### src/rtl/core/spn_pkg.sv
// spn_pkg: shared types, constants and table functions of the spn block cipher core
// used by spn_cfg, spn_round and spn_block_cipher_core; no dependencies
package spn_pkg;

    localparam int SBOX_W     = 4;
    localparam int BLOCK_W    = 16;
    localparam int MAX_ROUNDS = 12;
    localparam int TAB_N      = 1 << SBOX_W;
    localparam int GROUPS     = BLOCK_W / SBOX_W;
    localparam int POS_W      = $clog2(BLOCK_W);
    localparam int CNT_W      = $clog2(MAX_ROUNDS + 1);
    localparam int KEY_W      = 64;
    localparam int DATA_W     = 64;
    localparam int ADDR_W     = 5;
    localparam int IDX_LSB    = 3;

    localparam logic [63:0] TABLE_RESET = 64'hFEDC_BA98_7654_3210;
    localparam logic [3:0]  ROUNDS_RESET = 4'd4;

    typedef enum logic [1:0] {
        REG_SBOX   = 2'd0,
        REG_PERM   = 2'd1,
        REG_KEY    = 2'd2,
        REG_ROUNDS = 2'd3
    } reg_idx_t;

    typedef enum logic {
        ST_IDLE = 1'b0,
        ST_RUN  = 1'b1
    } state_t;

    typedef logic [TAB_N-1:0][SBOX_W-1:0]   sbox_tab_t;
    typedef logic [BLOCK_W-1:0][POS_W-1:0]  perm_tab_t;

    typedef struct packed {
        sbox_tab_t        sbox;
        sbox_tab_t        sbox_inv;
        perm_tab_t        perm;
        perm_tab_t        perm_inv;
        logic [KEY_W-1:0] key;
        logic [3:0]       rounds;
    } cfg_t;

    typedef struct packed {
        logic               decrypt;
        logic               first;
        logic               last;
        logic [BLOCK_W-1:0] key_round;
        logic [BLOCK_W-1:0] key_final;
    } round_ctl_t;

    function automatic sbox_tab_t sbox_invert(input sbox_tab_t s);
        sbox_tab_t inv;
        inv = '0;
        for (int w = 0; w < TAB_N; w++) begin
            for (int v = 0; v < TAB_N; v++) begin
                if (s[v] == SBOX_W'(w)) begin
                    inv[w] = SBOX_W'(v);
                end
            end
        end
        return inv;
    endfunction

    function automatic perm_tab_t perm_invert(input perm_tab_t p);
        perm_tab_t inv;
        inv = '0;
        for (int q = 0; q < BLOCK_W; q++) begin
            for (int i = 0; i < BLOCK_W; i++) begin
                if (p[i] == POS_W'(q)) begin
                    inv[q] = POS_W'(i);
                end
            end
        end
        return inv;
    endfunction

    function automatic logic [BLOCK_W-1:0] substitute(input logic [BLOCK_W-1:0] x,
                                                      input sbox_tab_t s);
        logic [BLOCK_W-1:0] y;
        y = '0;
        for (int j = 0; j < GROUPS; j++) begin
            y[j*SBOX_W +: SBOX_W] = s[x[j*SBOX_W +: SBOX_W]];
        end
        return y;
    endfunction

    // output position i takes input position p[i]; position 0 is the msb
    function automatic logic [BLOCK_W-1:0] permute(input logic [BLOCK_W-1:0] x,
                                                   input perm_tab_t p);
        logic [BLOCK_W-1:0] y;
        y = '0;
        for (int i = 0; i < BLOCK_W; i++) begin
            y[BLOCK_W-1-i] = x[POS_W'(BLOCK_W-1) - p[i]];
        end
        return y;
    endfunction

    // window of the key starting SBOX_W*r bits below its msb
    function automatic logic [BLOCK_W-1:0] round_key(input logic [KEY_W-1:0] key,
                                                     input logic [CNT_W-1:0] r);
        logic [KEY_W-1:0] sh;
        logic [5:0]       amt;
        amt = 6'(KEY_W - BLOCK_W) - 6'(r * SBOX_W);
        sh  = key >> amt;
        return sh[BLOCK_W-1:0];
    endfunction

endpackage

### src/rtl/core/spn_block_cipher_core.sv
// spn_block_cipher_core: top level of the 16-bit spn cipher with round sequencer
// instantiates spn_cfg and spn_round; depends on spn_pkg
//
// One item (func, data_in) is accepted while the core is idle; it then runs one
// round per clock through the single shared round unit, for Nr rounds
// (Nr = round_count, zero read as one, above twelve read as twelve), and
// the result is loaded into the output register at the end of the last round.
// The next item can be accepted the cycle after that, while the result still
// waits in the output register; a result that cannot be loaded because the
// previous one was not taken holds the core in its last round. A new item is
// not accepted while an item is still running.
module spn_block_cipher_core (
    input  logic                        clk,
    input  logic                        rst_n,
    input  logic                        in_valid,
    output logic                        in_stall,
    input  logic                        func,
    input  logic [15:0]                 data_in,
    output logic                        out_valid,
    input  logic                        out_stall,
    output logic [15:0]                 data_out,
    input  logic                        psel,
    input  logic                        penable,
    input  logic                        pwrite,
    input  logic [spn_pkg::ADDR_W-1:0]  paddr,
    input  logic [spn_pkg::DATA_W-1:0]  pwdata,
    output logic [spn_pkg::DATA_W-1:0]  prdata,
    output logic                        pready
);

    spn_pkg::cfg_t               cfg;
    spn_pkg::round_ctl_t         ctl;
    spn_pkg::state_t             state_reg, state_next;
    logic [spn_pkg::CNT_W-1:0]   step_reg, step_next;
    logic [spn_pkg::CNT_W-1:0]   nr_reg, nr_next;
    logic                        dec_reg, dec_next;
    logic [15:0]                 x_reg, x_next;
    logic [15:0]                 out_reg, out_next;
    logic                        out_valid_reg, out_valid_next;
    logic [15:0]                 round_y;
    logic [spn_pkg::CNT_W-1:0]   nr_sat;
    logic [spn_pkg::CNT_W-1:0]   key_sel;
    logic                        in_acc;
    logic                        out_free;

    spn_cfg u_cfg (
        .clk     (clk),
        .rst_n   (rst_n),
        .psel    (psel),
        .penable (penable),
        .pwrite  (pwrite),
        .paddr   (paddr),
        .pwdata  (pwdata),
        .prdata  (prdata),
        .pready  (pready),
        .cfg     (cfg)
    );

    spn_round u_round (
        .cfg (cfg),
        .ctl (ctl),
        .x   (x_reg),
        .y   (round_y)
    );

    always_comb begin
        if (cfg.rounds == 4'd0) begin
            nr_sat = spn_pkg::CNT_W'(1);
        end else if (cfg.rounds > 4'(spn_pkg::MAX_ROUNDS)) begin
            nr_sat = spn_pkg::CNT_W'(spn_pkg::MAX_ROUNDS);
        end else begin
            nr_sat = spn_pkg::CNT_W'(cfg.rounds);
        end
    end

    assign key_sel       = dec_reg ? (nr_reg - spn_pkg::CNT_W'(1) - step_reg) : step_reg;
    assign ctl.decrypt   = dec_reg;
    assign ctl.first     = (step_reg == '0);
    assign ctl.last      = (step_reg == nr_reg - spn_pkg::CNT_W'(1));
    assign ctl.key_round = spn_pkg::round_key(cfg.key, key_sel);
    assign ctl.key_final = spn_pkg::round_key(cfg.key, nr_reg);

    assign in_stall  = (state_reg != spn_pkg::ST_IDLE);
    assign in_acc    = in_valid && !in_stall;
    assign out_free  = !out_valid_reg || !out_stall;
    assign out_valid = out_valid_reg;
    assign data_out  = out_reg;

    always_comb begin
        state_next     = state_reg;
        step_next      = step_reg;
        nr_next        = nr_reg;
        dec_next       = dec_reg;
        x_next         = x_reg;
        out_next       = out_reg;
        out_valid_next = out_valid_reg && out_stall;
        unique case (state_reg)
            spn_pkg::ST_IDLE: begin
                if (in_acc) begin
                    state_next = spn_pkg::ST_RUN;
                    step_next  = '0;
                    nr_next    = nr_sat;
                    dec_next   = func;
                    x_next     = data_in;
                end
            end
            spn_pkg::ST_RUN: begin
                if (ctl.last) begin
                    if (out_free) begin
                        out_next       = round_y;
                        out_valid_next = 1'b1;
                        state_next     = spn_pkg::ST_IDLE;
                    end
                end else begin
                    x_next    = round_y;
                    step_next = step_reg + spn_pkg::CNT_W'(1);
                end
            end
            default: state_next = spn_pkg::ST_IDLE;
        endcase
    end

    always_ff @(posedge clk or negedge rst_n) begin
        if (!rst_n) begin
            state_reg     <= spn_pkg::ST_IDLE;
            step_reg      <= '0;
            nr_reg        <= spn_pkg::CNT_W'(1);
            dec_reg       <= 1'b0;
            out_valid_reg <= 1'b0;
        end else begin
            state_reg     <= state_next;
            step_reg      <= step_next;
            nr_reg        <= nr_next;
            dec_reg       <= dec_next;
            out_valid_reg <= out_valid_next;
        end
    end

    always_ff @(posedge clk) begin
        x_reg   <= x_next;
        out_reg <= out_next;
    end

    a_busy_after_accept: assert property (@(posedge clk) disable iff (!rst_n)
        in_acc |=> in_stall)
        else $error("core not busy after accepting an item");

    a_step_in_range: assert property (@(posedge clk) disable iff (!rst_n)
        state_reg == spn_pkg::ST_RUN |-> step_reg < nr_reg)
        else $error("round step beyond round count");

    a_nr_in_range: assert property (@(posedge clk) disable iff (!rst_n)
        state_reg == spn_pkg::ST_RUN |->
            (nr_reg != '0) && (nr_reg <= spn_pkg::CNT_W'(spn_pkg::MAX_ROUNDS)))
        else $error("latched round count out of range");

    a_result_from_run: assert property (@(posedge clk) disable iff (!rst_n)
        $rose(out_valid_reg) |-> $past(state_reg == spn_pkg::ST_RUN))
        else $error("result loaded without a running item");

    a_idle_after_result: assert property (@(posedge clk) disable iff (!rst_n)
        (state_reg == spn_pkg::ST_RUN) && ctl.last && out_free
            |=> state_reg == spn_pkg::ST_IDLE && out_valid_reg)
        else $error("core did not return to idle after delivering a result");

endmodule

### src/rtl/core/spn_cfg.sv
// spn_cfg: apb register file holding s-box, permutation, key and round count
// also keeps registered inverse tables; depends on spn_pkg
module spn_cfg (
    input  logic                        clk,
    input  logic                        rst_n,
    input  logic                        psel,
    input  logic                        penable,
    input  logic                        pwrite,
    input  logic [spn_pkg::ADDR_W-1:0]  paddr,
    input  logic [spn_pkg::DATA_W-1:0]  pwdata,
    output logic [spn_pkg::DATA_W-1:0]  prdata,
    output logic                        pready,
    output spn_pkg::cfg_t               cfg
);

    logic [63:0]         sbox_reg;
    logic [63:0]         perm_reg;
    logic [63:0]         key_reg;
    logic [3:0]          rounds_reg;
    spn_pkg::sbox_tab_t  sbox_inv_reg;
    spn_pkg::perm_tab_t  perm_inv_reg;
    spn_pkg::reg_idx_t   idx;
    logic                wr_en;

    assign pready = 1'b1;
    assign idx    = spn_pkg::reg_idx_t'(paddr[spn_pkg::ADDR_W-1:spn_pkg::IDX_LSB]);
    assign wr_en  = psel && penable && pwrite && pready;

    always_ff @(posedge clk or negedge rst_n) begin
        if (!rst_n) begin
            sbox_reg     <= spn_pkg::TABLE_RESET;
            perm_reg     <= spn_pkg::TABLE_RESET;
            key_reg      <= '0;
            rounds_reg   <= spn_pkg::ROUNDS_RESET;
            sbox_inv_reg <= spn_pkg::TABLE_RESET;
            perm_inv_reg <= spn_pkg::TABLE_RESET;
        end else begin
            sbox_inv_reg <= spn_pkg::sbox_invert(sbox_reg);
            perm_inv_reg <= spn_pkg::perm_invert(perm_reg);
            if (wr_en) begin
                unique case (idx)
                    spn_pkg::REG_SBOX:   sbox_reg   <= pwdata;
                    spn_pkg::REG_PERM:   perm_reg   <= pwdata;
                    spn_pkg::REG_KEY:    key_reg    <= pwdata;
                    spn_pkg::REG_ROUNDS: rounds_reg <= pwdata[3:0];
                    default:             ;
                endcase
            end
        end
    end

    always_comb begin
        unique case (idx)
            spn_pkg::REG_SBOX:   prdata = sbox_reg;
            spn_pkg::REG_PERM:   prdata = perm_reg;
            spn_pkg::REG_KEY:    prdata = key_reg;
            spn_pkg::REG_ROUNDS: prdata = {60'd0, rounds_reg};
            default:             prdata = '0;
        endcase
    end

    assign cfg.sbox     = sbox_reg;
    assign cfg.perm     = perm_reg;
    assign cfg.sbox_inv = sbox_inv_reg;
    assign cfg.perm_inv = perm_inv_reg;
    assign cfg.key      = key_reg;
    assign cfg.rounds   = rounds_reg;

endmodule

### src/rtl/core/spn_round.sv
// spn_round: shared round unit, one encrypt or decrypt round per use
// depends on spn_pkg
module spn_round (
    input  spn_pkg::cfg_t                  cfg,
    input  spn_pkg::round_ctl_t            ctl,
    input  logic [spn_pkg::BLOCK_W-1:0]    x,
    output logic [spn_pkg::BLOCK_W-1:0]    y
);

    logic [spn_pkg::BLOCK_W-1:0] enc_sub;
    logic [spn_pkg::BLOCK_W-1:0] enc_out;
    logic [spn_pkg::BLOCK_W-1:0] dec_pre;
    logic [spn_pkg::BLOCK_W-1:0] dec_out;

    // encrypt: key mix, s-boxes, then permutation or final key mix
    assign enc_sub = spn_pkg::substitute(x ^ ctl.key_round, cfg.sbox);
    assign enc_out = ctl.last ? (enc_sub ^ ctl.key_final)
                              : spn_pkg::permute(enc_sub, cfg.perm);

    // decrypt: first step undoes the final key mix, later ones the permutation
    assign dec_pre = ctl.first ? (x ^ ctl.key_final)
                               : spn_pkg::permute(x, cfg.perm_inv);
    assign dec_out = spn_pkg::substitute(dec_pre, cfg.sbox_inv) ^ ctl.key_round;

    assign y = ctl.decrypt ? dec_out : enc_out;

endmodule
### config.mk
export PLATFORM = sky130hd
export DESIGN_NAME = spn_block_cipher_core
export DESIGN_NICKNAME = d
export VERILOG_FILES = /design/src/rtl/core/spn_pkg.sv /design/src/rtl/core/spn_block_cipher_core.sv /design/src/rtl/core/spn_cfg.sv /design/src/rtl/core/spn_round.sv
export SDC_FILE = /design/constraint.sdc
export NUM_CORES = 2
export LEC_CHECK = 0
export BUFFER_PORTS_ARGS = -buffer_cell sky130_fd_sc_hd__buf_2
export CORE_ASPECT_RATIO = 2
export CORE_MARGIN = 3
export CORE_UTILIZATION = 25
export DETAILED_ROUTE_END_ITERATION = 8
export MAX_ROUTING_LAYER = met4
export PLACE_DENSITY = 0.37
export SLEW_MARGIN = 20
export SYNTH_ARGS = -nofsm -noshare
export SYNTH_HDL_FRONTEND = slang
export SYNTH_HIERARCHICAL = 1
export SYNTH_SLANG_ARGS = --single-unit
### constraint.sdc
create_clock -name clk -period 18.6 [get_ports clk]
set_input_delay 1.86 -clock clk [delete_from_list [all_inputs] [get_ports clk]]
set_output_delay 1.86 -clock clk [all_outputs]
set_load 0.005 [all_outputs]
==> qor.txt <==
Via count = 37300
Critical path fanouts, max = 43
Worst path bufs/invs = 7
Max Cap Viol = 0
DR pass1 iterations = 8
CTS max path bufs = 3
Rel. slew slack = 0.153
Most frequent cells in the layout = nand2_1 (388), o21ai_0 (283), nor2_1 (246)
Die area = 0.151 mm2
Root Buffer = clkbuf_16
Commonest non-fill, non-tap cell in the layout = nand2_1
Stages on worst setup path = 24
Initial Util = 0.253
Die W = 276 um
Family with the most delay on the worst path = multiplexers
Post-synth ARST share = 0.913
Largest net degree at the start of global routing = 70
Critical path type = register to register
Final nets = 4107
I/O pins = 176
Rows = 197
Seq cells post-synth = 367
Main synth FF type = dfrtp_1
Finish-stage setup viols = 0
Total GRT Usage = 0.304
GPL Wtd Cong = 1.06
Vias in the first global route = 36600
Core region area = 0.145 mm2
Initial antenna violation count = 17
RSZ-0062 raised after global routing = false
Avg Cell Area, Syn = 9.14 um2
Post-synth EDFFs = 32
Worst-Margin Slew = 1260 ps
Syn. warnings = 6
Fin Setup TNS = 0 ps
DR iter-0 viols = 3783
CP most frequent cell = buf_4
CP Launch Type = register
Detailed Route WL = 232 mm
Cts repair resizes = 0
Critical-path top delay cell = dfstp_4
H-tree depth = 2
Max Transition Viols Final = 0
Status = complete, no violations
# Post-CTS Setup Buffers = 0
Crit path cell chain = buf_4, inv_1, ha_2, xnor2_1, buf_4, inv_2, buf_4, ha_1, xnor2_2, a211o_1, buf_4, nand2_2, a2111oi_0, or4_1, mux2i_1, xnor2_4, mux4_2, a211oi_1, a31oi_2, buf_4, mux4_2, a2111oi_0, o22ai_1, mux2_2
Routed len/inst = 39.0 um
IO Port Bufs = 171
Num CTS Buffers = 42
Yosys cell types = 106
CP Capture Type = register
DR vias/cell = 6.28
Cell count after synthesis = 4001
Max reg flops = 128
Req. time, crit path = 18980 ps
HPWL after detailed placement = 179 mm
Hold Buf Count CTS = 0
First-pass GRT wire length = 313 mm
Post-DRT Antenna Nets = 0
Clk_lat worst skew = 630 ps
Critical Path AT = 10310 ps
Area growth from synthesis to layout = 11.8%
Max Freq = 101 MHz
CP peak stage delay = 880 ps
TritonCTS clock tree = built
Remaining DRCs = 0
Tcrit/Tclk final = 0.534
Final Skew = 34.4 ps
Synth Cell Area = 0.0366 mm2
Hold Crit Class = register to register
Fin. Hold Viols = 0
Hold path depth = 1
Synth Net Count = 4102
GRT overflow = 0
Clock-pin slew on the worst setup and hold paths = 70 ps
Worst r2r path cells = 24
Clock sink count = 367
Die Y = 547 um
Ratio of cells with drive above 1 in the final layout = 0.255
Sequential share of the synthesized area = 0.260
Post-route minimum period = 9920 ps
-- final cells by class --
cell class | instances | area [um2]
multi-input cells | 3233 | 25500
fillers | 15400 | 104000
inverters | 44 | 165
flip-flops and latches | 367 | 9510
repair buffers | 318 | 1970
diodes | 14 | 35.0
well taps | 1890 | 2360
clock inverters | 17 | 179
clock buffers | 58 | 1180
-- synthesized netlist by cell type (58+ instances only) --
cell type,instances,area (um2)
a21oi_1,112,561
a31oi_1,82,513
buf_2,107,536
clkbuf_1,199,747
dfrtp_1,205,5130
dfstp_2,130,3420
mux2_2,232,2610
mux2i_1,232,2320
mux4_2,200,4500
nand2_1,389,1460
nand2b_1,92,576
nand3_1,151,756
nor2_1,247,927
nor2b_1,80,500
nor3_1,79,395
o211ai_1,70,526
o21ai_0,288,1440
o22ai_1,58,363
-- through the flow --
stage | instances | util | setup WS, ps | hold slack, ps | area [um2]
2_1_floorplan | 4001 | - | 11130 | 489 | 36600
3_5_place_dp | 5849 | 0.272 | 8730 | 497 | 39400
3_3_place_gp | 5849 | 0.272 | 8750 | 491 | 39400
4_1_cts | 5924 | 0.282 | 8720 | 513 | 40800
6_report | 5941 | 0.283 | 8680 | 508 | 40900
5_1_grt | 5935 | 0.282 | 8260 | 516 | 40900
-- per-layer routing --
metal  GRT usage  share of wire  wire length [um]  up-vias
met5           -              0                 0        -
li1            -              -                 -    15500
met4       0.253           0.11             24600        0
met2       0.511           0.49            113000     2063
met1       0.314           0.35             80800    19100
met3      0.0419          0.058             13500      637
-- logic make-up (layout without fill, tap and decap cells) --
family	Yosys count	after routing	synth area share
buffers and inverters	401	437	0.0480
AOI/OAI and AO/OA	1022	1022	0.185
other	1	15	0.000103
and+or+nand+nor	1427	1427	0.213
adders and majority gates	8	8	0.00294
muxes	691	691	0.268
DFF	367	367	0.260
xor gates and xnor gates	84	84	0.0226
-- final timing paths --
check | startpoint | slack [ps] | endpoint
worst max register to register | nr_reg[0] | 8680 | x_reg[2]
worst min-delay path | u_cfg/sbox_reg[24] | 510 | u_cfg/sbox_reg[24]
max in group asynchronous | rst_n | 14610 | u_cfg/cfg[252]
min in group asynchronous | rst_n | 1220 | in_stall
worst min register to register | u_cfg/sbox_reg[24] | 510 | u_cfg/sbox_reg[24]
worst max-delay path | nr_reg[0] | 8680 | x_reg[2]
Power is not shown: default switching activity piles up to over one toggle a cycle in this logic, so the estimate is an artifact.
